File: src/hdl/uartbf_pkg.sv
// shared types, codes and defaults of the serial-port buffer block
// no dependencies; used by every other file of the block except uartbf_ram
`default_nettype none

package uartbf_pkg;

	// default buffer size of each ring buffer
	localparam int BUFFER_DEPTH = 64;

	// command codes of an input word
	localparam logic [2:0] CMD_RX_CHAR    = 3'd0;
	localparam logic [2:0] CMD_TX_READY   = 3'd1;
	localparam logic [2:0] CMD_HOST_WRITE = 3'd2;
	localparam logic [2:0] CMD_HOST_READ  = 3'd3;
	localparam logic [2:0] CMD_FLUSH_RX   = 3'd4;
	localparam logic [2:0] CMD_FLUSH_TX   = 3'd5;

	// result codes
	localparam logic [2:0] RES_OK        = 3'd0;
	localparam logic [2:0] RES_OVERFLOW  = 3'd1;
	localparam logic [2:0] RES_NOT_READY = 3'd2;
	localparam logic [2:0] RES_TX_DONE   = 3'd3;
	localparam logic [2:0] RES_HW_ERROR  = 3'd4;

	// error kinds
	localparam logic [1:0] ERR_NONE     = 2'd0;
	localparam logic [1:0] ERR_FRAMING  = 2'd1;
	localparam logic [1:0] ERR_OVERFLOW = 2'd2;
	localparam logic [1:0] ERR_PARITY   = 2'd3;

	typedef logic [6:0]  level_t;
	typedef logic [15:0] count_t;

	typedef struct packed {
		logic [2:0] command;
		logic [7:0] data_byte;
		logic       framing_flag;
		logic       overrun_flag;
		logic       parity_flag;
	} item_t;

	typedef struct packed {
		logic [2:0] result_code;
		logic [7:0] out_byte;
		logic [1:0] error_kind;
		logic [1:0] latest_error;
		level_t     rx_level;
		level_t     tx_level;
		logic       tx_irq_enabled;
		count_t     error_total;
		count_t     overflow_total;
		count_t     framing_total;
		count_t     parity_total;
		count_t     sent_total;
	} result_t;

	typedef enum logic {
		ST_IDLE,
		ST_EXEC
	} ctrl_state_t;

	// controller to datapath
	typedef struct packed {
		logic accept;
		logic exec;
	} ctrl_cmd_t;

	// datapath to controller
	typedef struct packed {
		logic out_valid;
	} dp_status_t;

endpackage

`default_nettype wire

File: src/hdl/uartbf_stream_if.sv
// valid/ready channels for input words and result words
// depends on uartbf_pkg
`default_nettype none

interface uartbf_item_if;
	logic               valid;
	logic               ready;
	uartbf_pkg::item_t  data;

	modport source (output valid, output data, input ready);
	modport sink (input valid, input data, output ready);
endinterface

interface uartbf_result_if;
	logic                 valid;
	logic                 ready;
	uartbf_pkg::result_t  data;

	modport source (output valid, output data, input ready);
	modport sink (input valid, input data, output ready);
endinterface

`default_nettype wire

File: src/hdl/uartbf_ram.sv
// generic single-write, single-read ram with registered read data
// no dependencies
`default_nettype none

module uartbf_ram #(
	parameter int WIDTH = 8,
	parameter int DEPTH = 64
) (
	input  wire logic                     clk,
	input  wire logic                     we,
	input  wire logic [$clog2(DEPTH)-1:0] waddr,
	input  wire logic [WIDTH-1:0]         wdata,
	input  wire logic                     re,
	input  wire logic [$clog2(DEPTH)-1:0] raddr,
	output      logic [WIDTH-1:0]         rdata
);

	logic [WIDTH-1:0] mem_q [DEPTH];

	always_ff @(posedge clk) begin
		if (we) begin
			mem_q[waddr] <= wdata;
		end
		if (re) begin
			rdata <= mem_q[raddr];
		end
	end

endmodule

`default_nettype wire

File: src/hdl/uartbf_ctrl.sv
// controller: takes one word, runs it once the result register is free
// depends on uartbf_pkg
`default_nettype none

module uartbf_ctrl (
	input  wire logic                   clk,
	input  wire logic                   arst_n,
	input  wire logic                   item_valid,
	output      logic                   item_ready,
	input  wire logic                   result_ready,
	input  wire uartbf_pkg::dp_status_t status,
	output      uartbf_pkg::ctrl_cmd_t  cmd
);

	uartbf_pkg::ctrl_state_t state_q, state_d;

	always_ff @(posedge clk or negedge arst_n) begin
		if (!arst_n) begin
			state_q <= uartbf_pkg::ST_IDLE;
		end else begin
			state_q <= state_d;
		end
	end

	always_comb begin
		state_d    = state_q;
		item_ready = 1'b0;
		cmd        = '0;
		unique case (state_q)
			uartbf_pkg::ST_IDLE: begin
				item_ready = 1'b1;
				if (item_valid) begin
					cmd.accept = 1'b1;
					state_d    = uartbf_pkg::ST_EXEC;
				end
			end
			uartbf_pkg::ST_EXEC: begin
				// result register free or being emptied this cycle
				if (!status.out_valid || result_ready) begin
					cmd.exec = 1'b1;
					state_d  = uartbf_pkg::ST_IDLE;
				end
			end
			default: begin
				state_d = uartbf_pkg::ST_IDLE;
			end
		endcase
	end

endmodule

`default_nettype wire

File: src/hdl/uartbf_datapath.sv
// datapath: ring buffers, pointers, counters and the result register
// depends on uartbf_pkg and uartbf_ram
`default_nettype none

module uartbf_datapath #(
	parameter int BUFFER_DEPTH = uartbf_pkg::BUFFER_DEPTH
) (
	input  wire logic                   clk,
	input  wire logic                   arst_n,
	input  wire uartbf_pkg::ctrl_cmd_t  cmd,
	input  wire uartbf_pkg::item_t      item,
	input  wire logic                   result_ready,
	output      uartbf_pkg::result_t    result,
	output      logic                   result_valid,
	output      uartbf_pkg::dp_status_t status
);

	localparam int PW = (BUFFER_DEPTH > 1) ? $clog2(BUFFER_DEPTH) : 1;
	localparam int FW = $clog2(BUFFER_DEPTH + 1);
	localparam logic [PW-1:0] LAST_PTR = PW'(BUFFER_DEPTH - 1);
	localparam logic [FW-1:0] FULL     = FW'(BUFFER_DEPTH);

	function automatic logic [PW-1:0] advance(input logic [PW-1:0] p);
		return (p == LAST_PTR) ? '0 : p + 1'b1;
	endfunction

	uartbf_pkg::item_t item_q;

	logic [PW-1:0] rx_head_q, rx_tail_q, tx_head_q, tx_tail_q;
	logic [FW-1:0] rx_fill_q, tx_fill_q;
	logic          tx_en_q;
	logic [1:0]    last_err_q;
	uartbf_pkg::count_t err_q, ovf_q, frame_q, par_q, sent_q;

	logic [PW-1:0] rx_head_d, rx_tail_d, tx_head_d, tx_tail_d;
	logic [FW-1:0] rx_fill_d, tx_fill_d;
	logic          tx_en_d;
	logic [1:0]    last_err_d;
	uartbf_pkg::count_t err_d, ovf_d, frame_d, par_d, sent_d;

	logic [2:0] code;
	logic [1:0] kind;
	logic [7:0] ob;
	logic       rx_we, tx_we;
	logic [7:0] rx_rdata, tx_rdata;

	uartbf_pkg::result_t out_q;
	logic                out_valid_q;

	// reads are launched as the word is taken, data is ready for the execute cycle
	uartbf_ram #(.WIDTH(8), .DEPTH(BUFFER_DEPTH)) u_rx_ram (
		.clk   (clk),
		.we    (rx_we),
		.waddr (rx_tail_q),
		.wdata (item_q.data_byte),
		.re    (cmd.accept),
		.raddr (rx_head_q),
		.rdata (rx_rdata)
	);

	uartbf_ram #(.WIDTH(8), .DEPTH(BUFFER_DEPTH)) u_tx_ram (
		.clk   (clk),
		.we    (tx_we),
		.waddr (tx_tail_q),
		.wdata (item_q.data_byte),
		.re    (cmd.accept),
		.raddr (tx_head_q),
		.rdata (tx_rdata)
	);

	always_ff @(posedge clk) begin
		if (cmd.accept) begin
			item_q <= item;
		end
		if (cmd.exec) begin
			out_q.result_code    <= code;
			out_q.out_byte       <= ob;
			out_q.error_kind     <= kind;
			out_q.latest_error   <= last_err_d;
			out_q.rx_level       <= uartbf_pkg::level_t'(rx_fill_d);
			out_q.tx_level       <= uartbf_pkg::level_t'(tx_fill_d);
			out_q.tx_irq_enabled <= tx_en_d;
			out_q.error_total    <= err_d;
			out_q.overflow_total <= ovf_d;
			out_q.framing_total  <= frame_d;
			out_q.parity_total   <= par_d;
			out_q.sent_total     <= sent_d;
		end
	end

	always_comb begin
		rx_head_d  = rx_head_q;
		rx_tail_d  = rx_tail_q;
		rx_fill_d  = rx_fill_q;
		tx_head_d  = tx_head_q;
		tx_tail_d  = tx_tail_q;
		tx_fill_d  = tx_fill_q;
		tx_en_d    = tx_en_q;
		last_err_d = last_err_q;
		err_d      = err_q;
		ovf_d      = ovf_q;
		frame_d    = frame_q;
		par_d      = par_q;
		sent_d     = sent_q;
		code       = uartbf_pkg::RES_OK;
		kind       = uartbf_pkg::ERR_NONE;
		ob         = '0;
		rx_we      = 1'b0;
		tx_we      = 1'b0;
		unique case (item_q.command)
			uartbf_pkg::CMD_RX_CHAR: begin
				if (item_q.framing_flag || item_q.overrun_flag || item_q.parity_flag) begin
					err_d = err_q + 1'b1;
					if (item_q.framing_flag) begin
						frame_d = frame_q + 1'b1;
					end
					if (item_q.overrun_flag) begin
						ovf_d = ovf_q + 1'b1;
					end
					if (item_q.parity_flag) begin
						par_d = par_q + 1'b1;
					end
					// parity over overrun over framing
					if (item_q.parity_flag) begin
						kind = uartbf_pkg::ERR_PARITY;
					end else if (item_q.overrun_flag) begin
						kind = uartbf_pkg::ERR_OVERFLOW;
					end else begin
						kind = uartbf_pkg::ERR_FRAMING;
					end
					last_err_d = kind;
					code       = uartbf_pkg::RES_HW_ERROR;
				end else if (rx_fill_q == FULL) begin
					ovf_d      = ovf_q + 1'b1;
					kind       = uartbf_pkg::ERR_OVERFLOW;
					last_err_d = uartbf_pkg::ERR_OVERFLOW;
					code       = uartbf_pkg::RES_OVERFLOW;
				end else begin
					rx_we     = cmd.exec;
					rx_tail_d = advance(rx_tail_q);
					rx_fill_d = rx_fill_q + 1'b1;
				end
			end
			uartbf_pkg::CMD_TX_READY: begin
				if (tx_fill_q != '0) begin
					ob        = tx_rdata;
					tx_head_d = advance(tx_head_q);
					tx_fill_d = tx_fill_q - 1'b1;
					sent_d    = sent_q + 1'b1;
				end else begin
					tx_en_d = 1'b0;
					code    = uartbf_pkg::RES_TX_DONE;
				end
			end
			uartbf_pkg::CMD_HOST_WRITE: begin
				if (tx_fill_q != FULL) begin
					tx_we     = cmd.exec;
					tx_tail_d = advance(tx_tail_q);
					tx_fill_d = tx_fill_q + 1'b1;
					tx_en_d   = 1'b1;
				end else begin
					code = uartbf_pkg::RES_OVERFLOW;
				end
			end
			uartbf_pkg::CMD_HOST_READ: begin
				if (rx_fill_q != '0) begin
					ob        = rx_rdata;
					rx_head_d = advance(rx_head_q);
					rx_fill_d = rx_fill_q - 1'b1;
				end else begin
					code = uartbf_pkg::RES_NOT_READY;
				end
			end
			uartbf_pkg::CMD_FLUSH_RX: begin
				rx_head_d = '0;
				rx_tail_d = '0;
				rx_fill_d = '0;
			end
			uartbf_pkg::CMD_FLUSH_TX: begin
				tx_head_d = '0;
				tx_tail_d = '0;
				tx_fill_d = '0;
				tx_en_d   = 1'b0;
			end
			default: begin
			end
		endcase
	end

	always_ff @(posedge clk or negedge arst_n) begin
		if (!arst_n) begin
			rx_head_q   <= '0;
			rx_tail_q   <= '0;
			rx_fill_q   <= '0;
			tx_head_q   <= '0;
			tx_tail_q   <= '0;
			tx_fill_q   <= '0;
			tx_en_q     <= 1'b0;
			last_err_q  <= uartbf_pkg::ERR_NONE;
			err_q       <= '0;
			ovf_q       <= '0;
			frame_q     <= '0;
			par_q       <= '0;
			sent_q      <= '0;
			out_valid_q <= 1'b0;
		end else begin
			if (cmd.exec) begin
				rx_head_q  <= rx_head_d;
				rx_tail_q  <= rx_tail_d;
				rx_fill_q  <= rx_fill_d;
				tx_head_q  <= tx_head_d;
				tx_tail_q  <= tx_tail_d;
				tx_fill_q  <= tx_fill_d;
				tx_en_q    <= tx_en_d;
				last_err_q <= last_err_d;
				err_q      <= err_d;
				ovf_q      <= ovf_d;
				frame_q    <= frame_d;
				par_q      <= par_d;
				sent_q     <= sent_d;
			end
			if (cmd.exec) begin
				out_valid_q <= 1'b1;
			end else if (result_ready) begin
				out_valid_q <= 1'b0;
			end
		end
	end

	assign result           = out_q;
	assign result_valid     = out_valid_q;
	assign status.out_valid = out_valid_q;

endmodule

`default_nettype wire

File: src/hdl/uart_buffered_fifo_with_error_stats_core.sv
// top level: serial-port receive/transmit ring buffers with error counters
// depends on uartbf_pkg, uartbf_stream_if, uartbf_ctrl, uartbf_datapath
// a taken word is held through the exec state, and its result word is registered as exec runs
//   (exec waits while the previous result still waits for the receiver)
// no new word is taken until the last one has run, as the buffer ram read is registered
//   (read launched as the word is taken, the word is executed in the exec state)
// a finished result waits in its own register while the next word is taken
// reset (arst_n low, asynchronous): pointers, levels, counters and last error go to 0,
//   buffer ram contents are not cleared and no clearing pass runs
`default_nettype none

module uart_buffered_fifo_with_error_stats_core #(
	parameter int BUFFER_DEPTH = uartbf_pkg::BUFFER_DEPTH
) (
	input wire logic        clk,
	input wire logic        arst_n,
	uartbf_item_if.sink     item,
	uartbf_result_if.source result
);

	uartbf_pkg::ctrl_cmd_t  ctrl_cmd;
	uartbf_pkg::dp_status_t dp_status;

	// state machine: idle takes a word, exec runs it when the result register is free
	uartbf_ctrl u_ctrl (
		.clk          (clk),
		.arst_n       (arst_n),
		.item_valid   (item.valid),
		.item_ready   (item.ready),
		.result_ready (result.ready),
		.status       (dp_status),
		.cmd          (ctrl_cmd)
	);

	// buffers, pointers, counters and the result register
	uartbf_datapath #(.BUFFER_DEPTH(BUFFER_DEPTH)) u_datapath (
		.clk          (clk),
		.arst_n       (arst_n),
		.cmd          (ctrl_cmd),
		.item         (item.data),
		.result_ready (result.ready),
		.result       (result.data),
		.result_valid (result.valid),
		.status       (dp_status)
	);

	// a word is never taken in the cycle it runs
	a_accept_not_exec: assert property (@(posedge clk) disable iff (!arst_n)
		!(ctrl_cmd.accept && ctrl_cmd.exec))
		else $error("accept and exec in the same cycle");

	// one word at a time: after a word is taken the input stalls for its execute cycle
	a_one_in_flight: assert property (@(posedge clk) disable iff (!arst_n)
		(item.valid && item.ready) |=> !item.ready)
		else $error("input taken while a word is in flight");

	// execution never overwrites a result that is still waiting
	a_no_overwrite: assert property (@(posedge clk) disable iff (!arst_n)
		ctrl_cmd.exec |-> (!result.valid || result.ready))
		else $error("result register overwritten");

	// every executed word shows up as a result in the next cycle
	a_exec_shows: assert property (@(posedge clk) disable iff (!arst_n)
		ctrl_cmd.exec |=> result.valid)
		else $error("executed word gave no result");

endmodule

`default_nettype wire
File: src/flat_wrapper.sv
// flat-port wrapper written by rule: the top's interface ports become plain ports
module uart_buffered_fifo_with_error_stats_core_flat 
#(
	parameter int BUFFER_DEPTH = uartbf_pkg::BUFFER_DEPTH
)
  (clk, arst_n, item_valid, item_data, item_ready, result_valid, result_data, result_ready);
  uartbf_item_if item_i ();
  uartbf_result_if result_i ();
  input wire logic clk;
  input wire logic arst_n;
  input wire logic [$bits(item_i.valid)-1:0] item_valid;
  input wire logic [$bits(item_i.data)-1:0] item_data;
  output wire logic [$bits(item_i.ready)-1:0] item_ready;
  output wire logic [$bits(result_i.valid)-1:0] result_valid;
  output wire logic [$bits(result_i.data)-1:0] result_data;
  input wire logic [$bits(result_i.ready)-1:0] result_ready;
  assign item_i.valid = item_valid;
  assign item_i.data = item_data;
  assign item_ready = item_i.ready;
  assign result_valid = result_i.valid;
  assign result_data = result_i.data;
  assign result_i.ready = result_ready;
  uart_buffered_fifo_with_error_stats_core #(.BUFFER_DEPTH(BUFFER_DEPTH)) u_core (.clk(clk), .arst_n(arst_n), .item(item_i), .result(result_i));
endmodule
File: config.mk
export PLATFORM = sky130hd
export DESIGN_NAME = uart_buffered_fifo_with_error_stats_core_flat
export DESIGN_NICKNAME = d
export VERILOG_FILES = /design/src/hdl/uartbf_pkg.sv /design/src/hdl/uartbf_stream_if.sv /design/src/hdl/uartbf_ram.sv /design/src/hdl/uartbf_ctrl.sv /design/src/hdl/uartbf_datapath.sv /design/src/hdl/uart_buffered_fifo_with_error_stats_core.sv /design/src/flat_wrapper.sv
export SDC_FILE = /design/constraint.sdc
export NUM_CORES = 2
export LEC_CHECK = 0
export ABC_AREA = 0
export BUFFER_PORTS_ARGS = -buffer_cell sky130_fd_sc_hd__buf_2
export CAP_MARGIN = 20
export CORE_MARGIN = 3
export CORE_UTILIZATION = 45
export CTS_BUF_LIST = sky130_fd_sc_hd__clkbuf_8
export CTS_CLUSTER_DIAMETER = 40
export CTS_CLUSTER_SIZE = 12
export DETAILED_ROUTE_END_ITERATION = 8
export PLACE_DENSITY = 0.71
export SLEW_MARGIN = 10
export SYNTH_ARGS = -nofsm -noshare
export SYNTH_HDL_FRONTEND = slang
export SYNTH_SLANG_ARGS = --single-unit
File: constraint.sdc
create_clock -name clk -period 6.1 [get_ports clk]
set_input_delay 0.305 -clock clk [delete_from_list [all_inputs] [get_ports clk]]
set_output_delay 0.305 -clock clk [all_outputs]
set_load 0.01 [all_outputs]
# == Word level (Yosys, flattened, before mapping) ==
# Memory sizes are Yosys's and may differ from the RTL's. A register that Yosys moved wholly into a read port is not among the register bits.
# Index checks and enable logic that the tools add are counted.
# totals
register_bits,247
mem_bits_rw,1024
in_bits,18
output_inout_bits,112
elab_cells,151
n_memories,2
# memory_table
memory,depth,word_bits,rd,rd_ports_with_merged_regs,wr,line,source
u_core.u_datapath.u_rx_ram.mem_q,64,8,1,1,1,uartbf_ram.sv:18,logic [WIDTH-1:0] mem_q [DEPTH];
u_core.u_datapath.u_tx_ram.mem_q,64,8,1,1,1,uartbf_ram.sv:18,
# op_classes
n_addsub,13
n_eq_ne,16
n_mux,71
bitwise_logic,1
n_reduce_logical,16
# op_table
cell,n
$mux W16,14
$add A16 B1 Y16 const B,5
$mux W6,9
$pmux W6 S2,4
$pmux W7 S3,2
$mux W7,5
$add A6 B1 Y6 const B,4
$eq A6 B6 Y1 const B,4
$mux W1,21
$mux W2,9
$mux W8,2
$pmux W8 S2,1
$add A7 B1 Y7 const B,2
$reduce_bool A7 Y1,2
$sub A7 B1 Y7 const B,2
$pmux W3 S4,1
$ne A2 B2 Y1 const B,5
$reduce_bool A2 Y1,5
$reduce_and A3 Y1,3
$eq A7 B7 Y1 const B,1
$ne A7 B7 Y1 const B,1
$eq A3 B2 Y1 const B,2
$eq A3 B3 Y1 const B,2
$reduce_and A4 Y1,1
8 further kinds,10

# == Logic depth before layout (Yosys ltp) ==
# logic_depth
ltp_word,9
ltp_mapped,11
depth_no_buf,8

# == By module ==
# From an unflattened synthesis, not the netlist that was laid out.
# hier_totals
cells_unflattened,2907
area_unflattened_um2,52213.8
# by_module_without_submodules
mod,instances,cells_per_inst,area_per_inst_um2,seq_area_each_um2
uartbf_ram,2,940,20246.9,15615.0
uartbf_datapath,1,1021,11664.9,6776.5
uartbf_ctrl,1,6,55.1,25.0

# == Worst setup path after synthesis ==
# Ideal clock, no wire load.
# synth_timing
kind,reg2reg
startpoint,register u_core.u_datapath.out_valid_q (netlist: u_core.u_datapath.result_valid)
endpoint,register u_core.u_datapath.tx_fill_q[4]
setup_time_ns,0.306
arrival_ns,4.777
required_ns,5.794
path_slack_ns,1.017
stages_incl_launch_ff,8
path_buffers,3
synth_period_minus_slack_ns,5.083
path_cell_list,dfrtp_1 nand2b_1 nand2_1 inv_1 clkbuf_1 buf_1 buf_1 a211oi_1
# synth_rtl
item,line,source
start: declaration,uartbf_datapath.sv:48,logic out_valid_q;
start signal: assignment,uartbf_datapath.sv:205,out_valid_q <= 1'b0;
start signal: assignment,uartbf_datapath.sv:223,out_valid_q <= 1'b1;
start signal: assignment,uartbf_datapath.sv:225,out_valid_q <= 1'b0;
end signal: assignment,uartbf_datapath.sv:213,tx_fill_q <= tx_fill_d;
end: declaration,uartbf_datapath.sv:30,"logic [FW-1:0] rx_fill_q, tx_fill_q;"

# == Worst setup path in the final report ==
# layout_timing
startpoint,register u_core.u_datapath.out_valid_q (netlist: u_core.u_datapath.result_valid)
endpoint,memory u_core.u_datapath.u_rx_ram.mem_q[6][1] (enable)
# layout_via
elab_chain_len,9
# layout_rtl
item,line,source
$logic_not A1 Y1,uartbf_ctrl.sv:39,if (!status.out_valid || result_ready) begin
$logic_or A1 B1 Y1,uartbf_ctrl.sv:39,
$mux W1,uartbf_ctrl.sv:39,
$mux W1,uartbf_ctrl.sv:29,unique case (state_q)
$mux W1,uartbf_datapath.sv:133,end else if (rx_fill_q == FULL) begin
$mux W1,uartbf_datapath.sv:112,if (item_q.framing_flag || item_q.overrun_flag || item_q.parity_flag) begin
$mux W1,uartbf_datapath.sv:110,unique case (item_q.command)
$mux W1,uartbf_ram.sv:21,if (we) begin
$mux W1 (implied by the code),uartbf_ram.sv:22,mem_q[waddr] <= wdata;
end: declaration,uartbf_ram.sv:18,
# No other way between the ends.

==> summary.md <==
| Metric | Value |
|---|---|
| Yosys warning total | `0` |
| Core Region | `115000 um2` |
| Final setup fails | `0` |
| Via count | `27.8k` |
| Skew-Pair Late Insertion Delay | `0.81 ns` |
| Clk buf depth | `3` |
| Most numerous cell in the Yosys netlist | `edfxtp_1` |
| Chip width | `346 um` |
| Routed WL | `116 mm` |
| Number of global-route vias before repair | `approximately 27k` |
| Row count | `124` |
| Critical path, cell by cell | `nand2b_1, nand2_2, inv_6, nand2_1, nor3b_2, nand3_1, nor2_1` |
| Largest net degree at the start of global routing | `95` |
| Top cells by area, synth | `edfxtp_1, mux4_2, dfrtp_1` |
| Number of flops mapped to enable cells by yosys | `between 1k and 1.5k` |
| Fin nets | `3185` |
| PnR Total Power | `21.7 mW` |
| Worst slew pin tran | `1.16 ns` |
| Setup TNS Final | `0 ns` |
| Final Hold Vio Count | `0` |
| Antenna violations before repair | `3` |
| Hold Crit Class | `in -> async` |
| Max capacitance violation total | `0` |
| Drt pass-1 iters | `6` |
| Worst Path Required | `6.53 ns` |
| Critical Path AT | `4.14 ns` |
| Area Overhead vs Synth | `9.39%` |
| Area share of the leading cell type in the synthesized netlist | `0.672` |
| Peak VDD IR | `0.279 mV` |
| Post-DP HPWL | `71.5 mm` |
| Wire length per cell | `between 20 and 25 um` |
| Crit path time final | `roughly 3.7 ns` |
| Syn nets | `3025` |
| Slowest cell on crit path | `nor2_1` |
| IO Port Bufs | `129` |
| Congestion Overflow GR | `0` |
| Setup CP Type | `reg -> reg` |
| CTS Sinks | `around 1.3k` |
| Post-CTS sizing | `0` |
| Mean Syn Cell Area | `17.4 um2` |
| Total die area | `120000 um2` |
| Share of post-route cells with drive strength above 1 | `0.188` |
| Mapped Cells | `2994` |
| Routability cong. | `0.844` |
| Ys flop type | `edfxtp_1` |
| Initial core utilization | `0.455` |
| Worst R2R Setup Slack | `2.39 ns` |
| CP Max Fanout | `94` |
| Vias per std cell | `slightly below 6` |
| Power Density | `381 nW/um2` |
| I/O Pins | `130` |
| Max Fclk | `0.270 GHz` |
| DIE HEIGHT | `346 um` |
| Startpoint Class | `register` |
| Crit end category | `register` |
| CTS Buf Count | `138` |
| DRT iter0 DRCs | `2753` |
| Most frequent cells after synthesis | `edfxtp_1, nor2_1, mux4_2` |
| Async set or reset register ratio after synthesis | `0.0956` |
| Leakage power | `18.8 nW` |
| GRT Total Usage | `0.192` |
| Delay of the slowest critical-path stage | `0.74 ns` |
| Clock Tree Root | `clkbuf_8` |
| RSZ-0062 raised after global routing | `no` |
| FF+latch count, synth | `1287` |
| Final Cycle Share | `0.608` |
| CTS tree | `done` |
| Post-route DRC violation count | `0` |
| Yosys cell types | `81` |
| Outcome | `finished clean` |
| Slew Limit Fails | `0` |
| Seq/Total Area, Yosys | `0.731` |
| Routed Antenna Nets | `0` |
| Cell Area, Synth | `52100 um2` |
| Post-CTS setup buffers | `0` |
| H-tree levels | `4` |
| CTS clk-pin slew, worst paths | `0.08 ns` |
| Clock skew | `between 0.03 and 0.04 ns` |
| Slew Limit Headroom | `0.221` |
| Area leader, netlist | `edfxtp_1` |
| Global-route wire length before repair | `175 mm` |
==> layer usage <==
layer,up-vias,wire [um],GRT usage
li1,12100,-,-
met5,-,0,0
met4,0,3210,0.0638
met3,194,9710,0.0368
met1,14200,47600,0.271
met2,1337,55100,0.302
==> power breakdown <==
part	internal (mW)	switching, mW
combinational	2.13	2.99
clock	2.58	2.89
sequential	10.4	0.679
==> cell usage in the layout (no fill, tap or decap), drive strengths merged, types with 9 or more instances in the layout <==
cell / n
clkinv: 23
nand3: 65
nand4: 41
inv: 45
and3: 24
a221oi: 33
xnor2: 80
dlygate4sd3: 17
o31ai: 11
mux2: 15
buf: 168
or3: 14
clkinvlp: 10
a22oi: 50
nor2: 247
edfxtp: 1164
a31oi: 9
ha: 13
nor2b: 23
dfrtp: 123
mux4: 203
a22o: 11
clkbuf: 148
nand2: 156
and2: 10
xor2: 70
o2111ai: 10
a21oi: 53
o21ai: 74
o22ai: 18
nor3: 31
mux2i: 162
==> what timing repair did <==
item	in CTS	in global routing
hold buffers	17	0
endpoints found under the hold margin	75	0
endpoints found under the setup margin	0	0
==> state kept, by name, indices dropped and copies added, names as in the netlist <==
name	flops
u_core.u_datapath.result	110
u_core.u_datapath.tx_head_q	6
u_core.u_datapath.u_rx_ram.mem_q	512
u_core.u_datapath.ovf_q	16
u_core.u_datapath.u_tx_ram.mem_q	512
u_core.u_datapath.result_valid	1
u_core.u_datapath.rx_fill_q	7
u_core.u_datapath.tx_tail_q	6
u_core.u_datapath.u_rx_ram.rdata	8
u_core.u_datapath.rx_tail_q	6
u_core.u_datapath.last_err_q	2
u_core.u_datapath.u_tx_ram.rdata	8
u_core.u_datapath.sent_q	16
u_core.u_ctrl.state_q	1
u_core.u_datapath.par_q	16
u_core.u_datapath.tx_en_q	1
u_core.u_datapath.rx_head_q	6
u_core.u_datapath.tx_fill_q	7
u_core.u_datapath.err_q	16
u_core.u_datapath.item_q	14
u_core.u_datapath.frame_q	16
==> cell type report <==
cell class / count / area (um2)
clock buffers: 148 / 2040
clock inverters: 64 / 546
multi-input cells: 1520 / 13200
inverters: 22 / 87.6
well taps: 1512 / 1890
flip-flops and latches: 1287 / 38000
fillers: 9213 / 57600
repair buffers: 185 / 1160
diodes: 4 / 10.0
==> critical path: cells and delay by family, from the launching register on <==
kind	cells	cell delay (ns)
simple gates	6	2.32
buf+inv	1	0.59
flops	1	0.38
==> logic make-up (layout without fill, tap and decap cells) <==
family,count (synthesis),count (layout),share of synthesized area
AOI/OAI and AO/OA,316,316,0.0416
xor gates and xnor gates,150,150,0.0254
adders and majority gates,13,13,0.00313
buffers and inverters,187,419,0.0168
DFF,1287,1287,0.731
muxes,380,380,0.122
other,0,4,0
and+or+nand+nor,661,661,0.0602
==> final timing paths <==
check / start / cells past startpoint / end
max: u_core.u_datapath.result_valid / 7 / u_core.u_datapath.u_rx_ram.mem_q[6][1]
min: arst_n / 2 / u_core.u_datapath.par_q[13]
max reg2reg: u_core.u_datapath.result_valid / 7 / u_core.u_datapath.u_rx_ram.mem_q[6][1]
min reg2reg: u_core.u_datapath.par_q[15] / 1 / u_core.u_datapath.par_q[15]
max in group asynchronous: arst_n / 3 / u_core.u_datapath.tx_head_q[1]
min in group clk: item_data[4] / 2 / u_core.u_datapath.item_q[4]
==> per-stage QoR <==
stage | cells | hold slack [ns] | worst slack, ns | utilization | area (um2)
global placement | 4508 | 0.334 | 2.45 | 0.473 | 54200
finish | 4742 | 0.0750 | 2.39 | 0.497 | 56900
detailed placement | 4508 | 0.332 | 2.39 | 0.473 | 54200
global route | 4740 | 0.0740 | 2.14 | 0.497 | 56900
floorplan | 2994 | 0.00941 | 1.02 | - | 52100
CTS | 4737 | 0.0130 | 2.43 | 0.497 | 56900
No activity file was read; power rests on OpenSTA's default activity.
